--- src/design/accelerating_key_repeat_stepper_macros.svh ---
// Assertion macros for the key repeat stepper.
`ifndef ACCELERATING_KEY_REPEAT_STEPPER_MACROS_SVH
`define ACCELERATING_KEY_REPEAT_STEPPER_MACROS_SVH

`ifndef SYNTH
// Checked property, disabled during reset.
`define AKRS_ASSERT(label, prop) \
    label: assert property (@(posedge i_clk) disable iff (!i_rst_n) prop) \
        else $error("akrs assertion failed");
// Checked property, also during reset.
`define AKRS_ASSERT_ALWAYS(label, prop) \
    label: assert property (@(posedge i_clk) prop) \
        else $error("akrs assertion failed");
`else
`define AKRS_ASSERT(label, prop)
`define AKRS_ASSERT_ALWAYS(label, prop)
`endif

`endif

--- src/design/akrs_pkg.sv ---
`default_nettype none
package akrs_pkg;

    localparam logic [15:0] HOLD_START_MS = 16'd500;
    localparam logic [15:0] MIN_REPEAT_MS = 16'd50;
    localparam logic [15:0] ACCEL_DIVISOR = 16'd30;

    localparam int unsigned IDX_W = 16;
    localparam int unsigned CFG_W = 16;

    typedef enum logic [1:0] {
        BTN_NONE = 2'd0,
        BTN_DOWN = 2'd1,
        BTN_UP   = 2'd2
    } t_button;

    typedef enum logic [0:0] {
        CFG_ITEM_COUNT = 1'b0,
        CFG_BASE_DELAY = 1'b1
    } t_cfg_index;

endpackage
`default_nettype wire

--- src/design/akrs_repeat_timer.sv ---
`default_nettype none
module akrs_repeat_timer #(
    parameter int TIME_WIDTH = 32
) (
    input  wire logic [TIME_WIDTH-1:0]    i_now,
    input  wire logic [TIME_WIDTH-1:0]    i_press_start,
    input  wire logic [TIME_WIDTH-1:0]    i_last_step,
    input  wire logic [akrs_pkg::CFG_W-1:0] i_base_delay,
    output logic                          o_due
);
    import akrs_pkg::*;

    // hold time past the start threshold is compared against k*30
    // instead of dividing it by 30
    localparam int EXT_W  = TIME_WIDTH + 5;
    localparam int PROD_W = CFG_W + 5;

    logic [TIME_WIDTH-1:0] held;
    logic [TIME_WIDTH-1:0] since_step;
    logic [TIME_WIDTH-1:0] past_hold;
    logic [EXT_W-1:0]      past_hold_ext;
    logic                  hold_ok;
    logic [CFG_W-1:0]      base_off;
    logic [PROD_W-1:0]     floor_lim;
    logic                  at_floor;
    logic [CFG_W-1:0]      remain;
    logic [PROD_W-1:0]     remain_lim;
    logic                  due_floor;
    logic                  due_accel;

    always_comb begin
        held          = i_now - i_press_start;
        since_step    = i_now - i_last_step;
        hold_ok       = held >= TIME_WIDTH'(HOLD_START_MS);
        past_hold     = held - TIME_WIDTH'(HOLD_START_MS);
        past_hold_ext = {5'b0, past_hold};

        base_off  = i_base_delay - MIN_REPEAT_MS;
        floor_lim = PROD_W'(base_off) * PROD_W'(ACCEL_DIVISOR);
        at_floor  = (i_base_delay <= MIN_REPEAT_MS) || (past_hold_ext >= EXT_W'(floor_lim));
        due_floor = since_step >= TIME_WIDTH'(MIN_REPEAT_MS);

        // only meaningful when since_step < base, which then fits in CFG_W bits
        remain     = i_base_delay - since_step[CFG_W-1:0];
        remain_lim = PROD_W'(remain) * PROD_W'(ACCEL_DIVISOR);
        due_accel  = (since_step >= TIME_WIDTH'(i_base_delay))
                     || (past_hold_ext >= EXT_W'(remain_lim));

        o_due = hold_ok && (at_floor ? due_floor : due_accel);
    end

endmodule
`default_nettype wire

--- src/design/accelerating_key_repeat_stepper.sv ---
// Structure: input register, one pass of logic, output register.
// Throughput: one word per cycle while i_out_ready is high or the output is empty.
// Button state, press and step times and the next word's view of them are updated
// in the same pass, so back-to-back words see each other's effect.
// Reset (synchronous, active low): no button held, times zero, item count 0,
// base repeat delay 200 ms, both pipeline registers empty.
`default_nettype none
`include "accelerating_key_repeat_stepper_macros.svh"
module accelerating_key_repeat_stepper #(
    parameter int TIME_WIDTH = 32
) (
    input  wire logic                         i_clk,
    input  wire logic                         i_rst_n,

    input  wire logic                         i_cfg_we,
    input  wire logic [0:0]                   i_cfg_index,
    input  wire logic [akrs_pkg::CFG_W-1:0]   i_cfg_data,

    input  wire logic                         i_in_valid,
    output logic                              o_in_ready,
    input  wire logic [31:0]                  i_now_ms,
    input  wire logic                         i_down_pressed,
    input  wire logic                         i_up_pressed,
    input  wire logic [akrs_pkg::IDX_W-1:0]   i_cur_index,

    output logic                              o_out_valid,
    input  wire logic                         i_out_ready,
    output logic [akrs_pkg::IDX_W-1:0]        o_new_index,
    output logic                              o_clear_request
);
    import akrs_pkg::*;

    logic [CFG_W-1:0]      r_item_count;
    logic [CFG_W-1:0]      r_base_delay;

    logic                  r_in_valid;
    logic [TIME_WIDTH-1:0] r_in_now;
    logic                  r_in_down;
    logic                  r_in_up;
    logic [IDX_W-1:0]      r_in_index;

    t_button               r_held;
    logic [TIME_WIDTH-1:0] r_press_start;
    logic [TIME_WIDTH-1:0] r_last_step;

    logic                  r_out_valid;
    logic [IDX_W-1:0]      r_out_index;
    logic                  r_out_clear;

    t_button               n_held;
    logic [TIME_WIDTH-1:0] n_press_start;
    logic [TIME_WIDTH-1:0] n_last_step;
    logic [IDX_W-1:0]      n_index;
    logic                  n_clear;

    logic [TIME_WIDTH+31:0] now_wide;
    logic                   advance;
    logic                   count_zero;
    t_button                btn;
    logic                   fresh;
    logic                   step;
    logic                   repeat_due;

    assign now_wide   = {{TIME_WIDTH{1'b0}}, i_now_ms};
    assign advance    = !r_out_valid || i_out_ready;
    assign o_in_ready = !r_in_valid || advance;

    always_ff @(posedge i_clk) begin
        if (!i_rst_n) begin
            r_item_count <= '0;
            r_base_delay <= CFG_W'(200);
        end else if (i_cfg_we) begin
            unique case (t_cfg_index'(i_cfg_index))
                CFG_ITEM_COUNT: r_item_count <= i_cfg_data;
                CFG_BASE_DELAY: r_base_delay <= i_cfg_data;
                default: ;
            endcase
        end
    end

    always_ff @(posedge i_clk) begin
        if (!i_rst_n) begin
            r_in_valid <= 1'b0;
        end else if (o_in_ready) begin
            r_in_valid <= i_in_valid;
        end
    end

    always_ff @(posedge i_clk) begin
        if (o_in_ready && i_in_valid) begin
            r_in_now   <= now_wide[TIME_WIDTH-1:0];
            r_in_down  <= i_down_pressed;
            r_in_up    <= i_up_pressed;
            r_in_index <= i_cur_index;
        end
    end

    akrs_repeat_timer #(
        .TIME_WIDTH (TIME_WIDTH)
    ) u_timer (
        .i_now         (r_in_now),
        .i_press_start (r_press_start),
        .i_last_step   (r_last_step),
        .i_base_delay  (r_base_delay),
        .o_due         (repeat_due)
    );

    always_comb begin
        count_zero = r_item_count == '0;
        if (r_in_down) begin
            btn = BTN_DOWN;
        end else if (r_in_up) begin
            btn = BTN_UP;
        end else begin
            btn = BTN_NONE;
        end
        fresh = (btn != BTN_NONE) && (r_held == BTN_NONE);
        if (fresh) begin
            step = 1'b1;
        end else if (btn == BTN_NONE || btn != r_held) begin
            step = 1'b0;
        end else begin
            step = repeat_due;
        end

        n_index = r_in_index;
        n_clear = 1'b0;
        if (step) begin
            if (btn == BTN_DOWN && r_in_index < r_item_count - 16'd1) begin
                n_index = r_in_index + 16'd1;
                n_clear = 1'b1;
            end else if (btn == BTN_UP && r_in_index != '0) begin
                n_index = r_in_index - 16'd1;
                n_clear = 1'b1;
            end
        end
        if (count_zero) begin
            n_index = '0;
            n_clear = 1'b0;
        end

        n_held        = r_held;
        n_press_start = r_press_start;
        n_last_step   = r_last_step;
        if (!count_zero) begin
            n_held = btn;
            if (fresh) begin
                n_press_start = r_in_now;
            end
            if (step) begin
                n_last_step = r_in_now;
            end
        end
    end

    always_ff @(posedge i_clk) begin
        if (!i_rst_n) begin
            r_held        <= BTN_NONE;
            r_press_start <= '0;
            r_last_step   <= '0;
            r_out_valid   <= 1'b0;
        end else if (advance) begin
            r_out_valid <= r_in_valid;
            if (r_in_valid) begin
                r_held        <= n_held;
                r_press_start <= n_press_start;
                r_last_step   <= n_last_step;
            end
        end
    end

    always_ff @(posedge i_clk) begin
        if (advance && r_in_valid) begin
            r_out_index <= n_index;
            r_out_clear <= n_clear;
        end
    end

    assign o_out_valid     = r_out_valid;
    assign o_new_index     = r_out_index;
    assign o_clear_request = r_out_clear;

    `AKRS_ASSERT(a_zero_count_out, (r_in_valid && advance && count_zero)
        |=> (r_out_valid && r_out_index == '0 && !r_out_clear))
    `AKRS_ASSERT(a_zero_count_hold, (r_in_valid && advance && count_zero)
        |=> ($stable(r_held) && $stable(r_press_start) && $stable(r_last_step)))
    `AKRS_ASSERT(a_step_needs_button, (r_in_valid && advance && n_clear)
        |=> (r_held != BTN_NONE))
    `AKRS_ASSERT(a_release_clears,
        (r_in_valid && advance && !count_zero && !r_in_down && !r_in_up)
        |=> (r_held == BTN_NONE))

endmodule
`default_nettype wire
--- config.mk ---
export PLATFORM = sky130hd
export DESIGN_NAME = accelerating_key_repeat_stepper
export DESIGN_NICKNAME = d
export VERILOG_FILES = /design/src/design/akrs_pkg.sv /design/src/design/akrs_repeat_timer.sv /design/src/design/accelerating_key_repeat_stepper.sv
export VERILOG_INCLUDE_DIRS = /design/src /design/src/design
export SDC_FILE = /design/constraint.sdc
export NUM_CORES = 1
export LEC_CHECK = 0
export BUFFER_PORTS_ARGS = -buffer_cell sky130_fd_sc_hd__buf_2
export CAP_MARGIN = 25
export CELL_PAD_IN_SITES_DETAIL_PLACEMENT = 1
export CELL_PAD_IN_SITES_GLOBAL_PLACEMENT = 2
export CORE_ASPECT_RATIO = 1.25
export CORE_UTILIZATION = 41
export DETAILED_ROUTE_END_ITERATION = 6
export PLACE_DENSITY_LB_ADDON = 0.1
export SYNTH_ARGS = -nofsm -noshare
export SYNTH_HDL_FRONTEND = slang
export SYNTH_SLANG_ARGS = --single-unit
--- constraint.sdc ---
create_clock -name i_clk -period 15.3 [get_ports i_clk]
set_clock_uncertainty 0.05 [all_clocks]
set_input_delay 2.295 -clock i_clk [delete_from_list [all_inputs] [get_ports i_clk]]
set_output_delay 2.295 -clock i_clk [all_outputs]
set_load 0.03 [all_outputs]
==> flow_summary.json, run 1 <==
{
  "drc_errors": 0,
  "cts_buffers": 17,
  "wirelength_um": 53500,
  "ys_types": 87,
  "grt_max_degree": 84,
  "required_ns": 15.45,
  "grt_pass1_wl_um": 86300,
  "die_w_um": 184,
  "row_count": 83,
  "setup_tns_ns": 0,
  "hold-worst-slack_ns": 0.404,
  "wl_per_cell_um": 19.6,
  "yosys_warnings": 0,
  "antenna_found_initial": 1,
  "pin_count": 91,
  "max_slew.worst_pin.slew_ns": 1.09,
  "start_util_pct": 41.5,
  "worst_setup_path_start_kind": "flip-flop",
  "drt_iter0_drc": 623,
  "grt_util_all_layers_pct": 26.2,
  "syn-num-nets": 2443,
  "clock_latency_ns": 0.47,
  "max_stage_delay_ns": 0.56,
  "cts_root_buf": "clkbuf_16",
  "grt_pass1_vias": 16300,
  "netlist_area_um2": 17000,
  "maxCapViolCount": 0,
  "clkTransAtPathRegs_ns": 0.07,
  "io_buffers": 90,
  "fin_crit_sh_pct": 64.6,
  "post_cts_resize_count": 0,
  "route.vias.total": 15400,
  "place_congestion": 0.903,
  "p_leak_nw": 7.66,
  "slew_viol_final": 0,
  "setup_viol_count_final": 0,
  "synth-main-ff-cell": "dfxtp_1",
  "grt_setup_unrepaired": "false",
  "crit_type": "flip-flop to flip-flop",
  "worst_setup_path_end_kind": "flip-flop",
  "finalWorstPathRequiredPeriod_ns": 9.89,
  "post_cts_buffers": 0,
  "core-area_um2": 41000,
  "synth_edf_count": 67,
  "power_density_nw_per_um2": 189,
  "clock_sinks": 167,
  "synth_area_per_cell_um2": 8.06,
  "cpMostUsedCell": "o21ai_0",
  "cp_max_fo": 33,
  "synth.yosys.seq_area_share_pct": 23.6,
  "dieArea_um2": 42400,
  "area_growth_syn_to_layout_pct": 8.79,
  "synth-async-reset-ratio_pct": 0,
  "vias_per_cell": 5.65,
  "first_pass_iters": 5,
  "grt-ovfl-total": 0,
  "fillCellCount": 5051,
  "ant_nets": 0,
  "holdCritPathClass": "flip-flop to flip-flop",
  "die_h_um": 230,
  "ctsHtreeMaxLevel": 4,
  "ir_drop_mv": 0.169,
  "slew_headroom_pct": 26.2,
  "post-dp-hpwl_um": 43800,
  "crit_arrival_ns": 10.04,
  "clock.fmax_ghz": 0.101,
  "status": "finished clean",
  "drive_gt1_share_pct": 7.48,
  "slowest_stage": "xnor2_1",
  "cts_tree": "built",
  "ys_seq_elements": 167,
  "final_nets": 2494,
  "clk_path_buf_depth": 2,
  "hold_buffers": 0,
  "synth_cells": 2115,
  "final_hold_viol_count": 0
}
## cell families after synthesis
family	count (synthesis)	synth area share (%)
and+or+nand+nor	671	19.9
AOI/OAI and AO/OA	603	22.4
buffers and inverters	297	6.73
adders and majority gates	257	21.2
DFF	167	23.6
xor gates and xnor gates	112	5.76
muxes	8	0.485
## layout make-up
type / instances / area [um^2] / share of cell area [%]
timing repair buffer: 101 / 533 / 2.88
clock inverter: 11 / 100 / 0.540
tap: 552 / 691 / 3.73
clock buffer: 21 / 450 / 2.43
antenna: 1 / 2.50 / 0.0135
inverter: 228 / 857 / 4.62
sequential: 167 / 4010 / 21.7
multi-input combinational: 1651 / 11900 / 64.1
## critical path, delay by kind of cell (launching register included)
kind	cells	cell delay [ns]
AOI/OAI and AO/OA	19	3.72
adders and majority gates	6	2.31
and+or+nand+nor	10	2.12
xor gates and xnor gates	2	0.73
DFF	1	0.54
buffers and inverters	2	0.12
## sequential cells by signal (all words and copies together) (netlist names), 2 cells and up
| signal | flops |
|---|---|
| o_new_index | 16 |
| r_base_delay | 16 |
| r_held | 2 |
| r_in_index | 16 |
| r_in_now | 32 |
| r_item_count | 16 |
| r_last_step | 32 |
| r_press_start | 32 |
## synthesized netlist by cell type, drive strengths merged, types with 11 or more instances
master / instances / area share (%)
a21o: 53 / 2.3
xnor2: 76 / 3.9
or4: 12 / 0.53
and3: 21 / 0.80
o21ai: 143 / 4.2
nor2: 96 / 2.1
and2: 17 / 0.62
o211ai: 14 / 0.65
nand2b: 32 / 1.2
dfxtp: 100 / 12
ha: 202 / 15
o21a: 32 / 1.4
inv: 228 / 5.0
edfxtp: 67 / 12
nor2b: 30 / 1.1
fa: 54 / 6.3
a21boi: 16 / 0.73
clkbuf: 48 / 1.1
nand2: 222 / 4.9
a31oi: 14 / 0.51
nand3: 75 / 2.3
xor2: 36 / 1.9
o2111ai: 11 / 0.71
buf: 21 / 0.64
a211oi: 16 / 0.73
nor3: 41 / 1.2
nor4: 17 / 0.62
and4: 11 / 0.57
a21oi: 212 / 6.2
nand4: 24 / 0.88
or3: 35 / 1.3
## layer usage
layer	wire length, um	track usage [%]	part of all wire (%)	vias to the layer above
met4	2690	13.9	5.0	0
met3	1130	3.23	2.1	96
met1	23000	30.4	43	7519
met5	0	0	0	-
li1	-	-	-	7623
met2	26700	46.4	50	191
## worst paths after layout
| check | to | slack (ns) | from | depth (start not counted) |
|---|---|---|---|---|
| max | o_new_index[1] | 5.41 | r_in_now[1] | 39 |
| min reg2reg | r_press_start[28] | 0.40 | r_press_start[28] | 2 |
| min | r_press_start[28] | 0.40 | r_press_start[28] | 2 |
| max reg2reg | o_new_index[1] | 5.41 | r_in_now[1] | 39 |
## power breakdown
| group | switching, W | internal, W |
|---|---|---|
| Combinational | 0.00147 | 0.00108 |
| Clock | 0.000197 | 0.000228 |
| Sequential | 0.0000267 | 0.000491 |
| Total | 0.00169 | 0.00180 |
## stage by stage
stage	cells	cell area, um^2	setup slack, ns	power [W]	utilization [%]
after floorplan	2115	17000	7.05	0.00244	-
after detailed placement	2699	18000	5.36	0.00307	43.8
after global routing	2731	18500	4.45	0.00389	45.2
after global placement	2698	18000	5.52	0.00299	43.8
final	2732	18500	5.41	0.00350	45.2
after CTS	2731	18500	5.33	0.00352	45.2
## layout by cell type (no fill, tap or decap), types with 13 or more instances in the layout
master / instances
inv_1: 227
nand2_1: 222
a21oi_1: 212
ha_1: 202
o21ai_0: 141
dfxtp_1: 100
nor2_1: 95
buf_2: 90
xnor2_1: 76
nand3_1: 74
edfxtp_1: 67
fa_1: 54
a21o_1: 53
nor3_1: 41
xor2_1: 36
or3_1: 35
nand2b_1: 32
o21a_1: 32
nor2b_1: 30
nand4_1: 24
and3_1: 19
nor4_1: 17
clkbuf_16: 17
and2_1: 16
a211oi_1: 15
a21boi_0: 15
a31oi_1: 14
o211ai_1: 13
No activity file was read; power rests on OpenSTA's default activity.
==> run 2: changes to the inputs <==
CORE_UTILIZATION = 38   (was 41)
clock period = 9.4 ns   (was 15.3 ns; I/O delays follow)
==> flow_summary.json, run 2 (same netlist as run 1, synthesis figures left out) <==
{
  "status": "finished clean",
  "area_growth_syn_to_layout_pct": 11.7,
  "io_buffers": 90,
  "core-area_um2": 44100,
  "clkTransAtPathRegs_ns": 0.08,
  "dieArea_um2": 45700,
  "max_slew.worst_pin.slew_ns": 1.05,
  "slew_viol_final": 0,
  "crit_arrival_ns": 9.13,
  "grt-ovfl-total": 0,
  "worst_setup_path_start_kind": "flip-flop",
  "power_density_nw_per_um2": 309,
  "place_congestion": 0.882,
  "grt_pass1_wl_um": 87900,
  "drive_gt1_share_pct": 9.91,
  "ir_drop_mv": 0.310,
  "diodes": 0,
  "crit_type": "flip-flop to flip-flop",
  "pin_count": 91,
  "route.vias.total": 15600,
  "placed_cell_area_um2": 18300,
  "cts_root_buf": "clkbuf_16",
  "slowest_stage": "or4b_4",
  "grt_pass1_vias": 16300,
  "final_cells": 2792,
  "ant_nets": 0,
  "clock_latency_ns": 0.45,
  "setup_viol_count_final": 0,
  "start_util_pct": 38.6,
  "cpMostUsedCell": "ha_1",
  "final_hold_viol_count": 0,
  "die_w_um": 191,
  "drt_iter0_drc": 645,
  "first_pass_iters": 5,
  "dpl_worst_slack_ns": -0.0626,
  "die_h_um": 239,
  "post-dp-hpwl_um": 45000,
  "largest_registers": "r_in_now: 32 flops, r_last_step: 32 flops, r_press_start: 32 flops",
  "row_count": 86,
  "r2r_slack_ns": 0.51,
  "finish.instance_area_um2": 19000,
  "cp_max_fo": 32,
  "ctsHtreeMaxLevel": 4,
  "max_stage_delay_ns": 0.58,
  "finalWorstPathRequiredPeriod_ns": 8.89,
  "drc_errors": 0,
  "clock_sinks": 167,
  "clock.fmax_ghz": 0.112,
  "grt_util_all_layers_pct": 24.7,
  "cts_buffers": 17,
  "final_nets": 2535,
  "holdCritPathClass": "flip-flop to flip-flop",
  "worst_setup_path_end_kind": "flip-flop",
  "wl_per_cell_um": 19.7,
  "fin_crit_sh_pct": 94.6,
  "maxCapViolCount": 0,
  "clk_path_buf_depth": 2,
  "required_ns": 9.64,
  "layout_commonest_cell": "inv_1",
  "grt_max_degree": 78,
  "worst_slack_ns": 0.511,
  "wirelength_um": 55100,
  "final_cell_mix": "227 x inv_1, 222 x nand2_1, 210 x a21oi_1",
  "dp_cells": 2752,
  "cts_tree": "built",
  "slew_headroom_pct": 29.7,
  "vias_per_cell": 5.57,
  "p_leak_nw": 7.96,
  "antenna_found_initial": 0,
  "hold_buffers": 0
}
[run 2: changes by cell type in the layout (fill, tap and decap cells not counted), moves of 5 or more]
cell,before,now
buf_4,11,49
inv_6,2,7
o21ai_0,141,127
o21ai_1,2,15
[run 2: per-layer routing]
layer / vias to the layer above / GRT usage [%] / part of all wire (%)
li1: 7691 / - / -
met1: 7645 / 29.8 / 44
met2: 171 / 45.6 / 52
met3: 55 / 1.83 / 1.6
met4: 0 / 7.94 / 2.6
met5: - / 0 / 0
[run 2: worst paths after layout]
| kind | start | to | cells past startpoint |
|---|---|---|---|
| hold reg to reg | r_press_start[3] | r_press_start[3] | 2 |
| setup reg to reg | r_in_now[0] | r_last_step[4] | 38 |
| setup / recovery | r_in_now[0] | r_last_step[4] | 38 |
| hold / removal | r_press_start[3] | r_press_start[3] | 2 |
[run 2: timing repair]
| action | 4_1_cts | 5_1_grt |
|---|---|---|
| endpoints found under the setup margin | 31 | 49 |
| gates resized for setup | 2 | 31 |
| pin swaps | 2 | 8 |
| buffers inserted | 2 | 4 |
| gates cloned | 1 | 0 |
[run 2: stage by stage]
step	util (%)	total power [W]	TNS (ns)	hold slack, ns
floorplan	-	0.00397	0	0.386
global placement	41.4	0.00488	0	0.391
detailed placement	41.4	0.00504	-0.0626	0.398
CTS	42.9	0.00585	0	0.409
global route	43.1	0.00653	-0.0211	0.426
finish	43.1	0.00589	0	0.404
[run 2: critical path, delay by kind of cell, from the launching register on]
family          cells  cell delay (ns)
fa+ha+maj           7             2.48
buf+inv             5             0.57
simple gates       10             2.18
xor+xnor            3             0.54
flops               1             0.41
compound gates     13             2.51
[run 2: area by class of cell]
| type | count | area [um^2] |
|---|---|---|
| repair buffers | 141 | 850 |
| fillers | 5390 | 25100 |
| flip-flops and latches | 167 | 4010 |
| clock inverters | 13 | 178 |
| multi-input cells | 1652 | 12000 |
| clock buffers | 19 | 443 |
| inverters | 228 | 857 |
| well taps | 572 | 716 |
[run 2: power breakdown]
part	leakage, nW	total (W)	internal [W]	switching, W
Sequential	1.47	0.000840	0.000798	0.0000420
Clock	0.307	0.000773	0.000434	0.000339
Combinational	6.19	0.00427	0.00186	0.00241
Total	7.96	0.00589	0.00309	0.00280
==> run 3: changes to the inputs <==
CORE_UTILIZATION = 39   (was 38)
SYNTH_HIERARCHICAL = 1   (was not set)
==> flow_summary.json, run 3 <==
{
  "slew_viol_final": 0,
  "power_density_nw_per_um2": 320,
  "grt_max_degree": 101,
  "final_cell_mix": "212 x inv_1, 207 x nand2_1, 204 x ha_1",
  "drc_errors": 0,
  "final_hold_viol_count": 0,
  "synth_area_per_cell_um2": 8.49,
  "synth_top_area_share_pct": 15.2,
  "setup_viol_count_final": 0,
  "cts_buffers": 17,
  "wl_per_cell_um": 18.8,
  "ant_nets": 0,
  "clock_latency_ns": 0.45,
  "ys_types": 89,
  "area_growth_syn_to_layout_pct": 11.6,
  "drive_gt1_share_pct": 12.2,
  "grt_util_all_layers_pct": 22.6,
  "row_count": 84,
  "synth.most_common_cell": "inv_1",
  "die_h_um": 235,
  "io_buffers": 90,
  "diodes": 0,
  "vias_per_cell": 5.49,
  "synth-main-ff-cell": "dfxtp_1",
  "hold_depth": 2,
  "place_congestion": 0.844,
  "min_to": "r_last_step[26]",
  "clkTransAtPathRegs_ns": 0.07,
  "cp_max_fo": 5,
  "max_slew.worst_pin.slew_ns": 1.04,
  "layout_commonest_cell": "inv_1",
  "reg2reg_depth": 42,
  "grt_pass1_vias": 15300,
  "reg2reg_from": "r_in_now[0]",
  "clock.fmax_ghz": 0.112,
  "synth_top_area_cell": "ha_1",
  "p_leak_nw": 7.75,
  "slowest_stage": "fa_1",
  "holdCritPathClass": "flip-flop to flip-flop",
  "drt_iter0_drc": 485,
  "crit_arrival_ns": 9.12,
  "crit_type": "flip-flop to flip-flop",
  "cts_tree": "built",
  "required_ns": 9.55,
  "wirelength_um": 49700,
  "synth.yosys.seq_area_share_pct": 23.8,
  "largest_registers": "r_in_now: 32 flops, r_last_step: 32 flops, r_press_start: 32 flops",
  "antenna_found_initial": 0,
  "finalWorstPathRequiredPeriod_ns": 8.96,
  "ir_drop_mv": 0.311,
  "yosys_warnings": 6,
  "fin_crit_sh_pct": 95.4,
  "core-area_um2": 42400,
  "setup_tns_ns": 0,
  "synth-async-reset-ratio_pct": 0,
  "start_util_pct": 39.9,
  "synth_edf_count": 67,
  "worst_setup_path_start_kind": "flip-flop",
  "rr_endpoint": "o_new_index[1]",
  "grt-ovfl-total": 0,
  "fillCellCount": 5042,
  "max_stage_delay_ns": 0.55,
  "first_pass_iters": 5,
  "power_w": 0.00603,
  "cts_root_buf": "clkbuf_16",
  "final_nets": 2400,
  "r2r_slack_ns": 0.44,
  "status": "finished clean",
  "hold_buffers": 0,
  "synth_cells": 1991,
  "netlist_area_um2": 16900,
  "grt_pass1_wl_um": 79700,
  "synth_area_leaders": "ha_1 15%, edfxtp_1 12%, dfxtp_1 12%, fa_1 6.0%, inv_1 4.7%",
  "dieArea_um2": 44200,
  "pin_count": 91,
  "syn-num-nets": 2319,
  "clock_sinks": 167,
  "worstHoldStart": "r_last_step[26]",
  "route.vias.total": 14500,
  "ctsHtreeMaxLevel": 4,
  "maxCapViolCount": 0,
  "die_w_um": 188,
  "post-dp-hpwl_um": 40300,
  "ys_seq_elements": 167,
  "clk_path_buf_depth": 2,
  "synth_commonest_cells": "213 x inv_1, 207 x nand2_1, 205 x ha_1, 135 x a21oi_1, 100 x dfxtp_1",
  "slew_headroom_pct": 30.5,
  "worst_setup_path_end_kind": "flip-flop"
}
[run 3: changes by cell type in the layout (fill, tap and decap cells not counted), sizes merged, moves of 17 or more]
cell	before	now
a21oi	212	139
a21boi	16	69
o21ai	143	90
mux2i	6	43
nor2b	30	60
nand3	76	49
buf	141	120
o21a	32	14
xor2	36	53
[run 3: power by group]
group          leakage, nW  switching, W  internal (W)  total, W
combinational         5.96       0.00247       0.00196   0.00442
sequential            1.47     0.0000453      0.000799  0.000844
clock                0.323      0.000318      0.000444  0.000762
total                 7.75       0.00283       0.00320   0.00603
[run 3: timing repair]
item                                   in CTS  in global routing
endpoints found under the hold margin       0                  0
setup endpoints to repair                  33                 49
resized for setup                           3                 34
buffers inserted                            0                 10
cloned                                      0                  1
pin swaps                                   0                  8
[run 3: layout make-up]
type | instances | area, um^2 | area share (%)
Timing Repair Buffer | 120 | 701 | 3.72
Sequential cell | 167 | 4010 | 21.3
Inverter | 213 | 800 | 4.24
Multi-Input combinational cell | 1553 | 12000 | 63.6
Clock inverter | 10 | 110 | 0.584
Tap cell | 559 | 699 | 3.71
Clock buffer | 22 | 539 | 2.86
[run 3: worst max-delay path: cells and delay by family, from the launching register on]
| kind | cells | cell delay (ns) |
|---|---|---|
| simple gates | 10 | 1.30 |
| flops | 1 | 0.43 |
| fa+ha+maj | 7 | 2.43 |
| compound gates | 16 | 3.33 |
| mux | 1 | 0.24 |
| buf+inv | 5 | 0.40 |
| xor+xnor | 3 | 0.56 |
[run 3: routing by layer]
metal / up-vias / GRT usage, % / part of all wire [%]
met5: - / 0 / 0
met4: 0 / 7.74 / 2.9
met3: 54 / 2.36 / 1.6
met2: 156 / 40.5 / 50
met1: 7135 / 27.8 / 45
li1: 7181 / - / -
[run 3: cells by family after synthesis]
logic type | count (synthesis) | synth area share, %
buffers and inverters | 272 | 6.49
flip-flops | 167 | 23.8
adder cells (fa/ha/maj) | 258 | 21.3
AND/OR/NAND/NOR | 626 | 19.0
multiplexers | 45 | 2.68
XOR/XNOR | 129 | 6.69
AO/OA/AOI/OAI | 494 | 20.1
[run 3: through the flow]
stage                     util, %  area [um^2]  hold slack [ns]  std cells  setup slack [ns]
after floorplan                 -        16900            0.393       1991              1.26
after global placement       42.4        17900            0.403       2601             0.167
after detailed placement     42.4        17900            0.408       2601            -0.122
after CTS                    43.9        18600            0.421       2633           0.00977
after global routing         44.5        18800            0.426       2644           -0.0890
final                        44.5        18800            0.416       2644             0.436
[run 3: worst max-delay path by stage]
stage,startpoint,end,slack (ns),cells past startpoint
floorplan,r_in_now[0],o_new_index[1],1.26,43
global placement,r_in_now[0],o_new_index[1],0.17,41
detailed placement,r_in_now[0],o_new_index[1],-0.12,41
CTS,r_in_now[0],o_new_index[1],0.01,42
global route,r_in_now[0],o_new_index[1],-0.09,42
finish,r_in_now[0],o_new_index[1],0.44,42
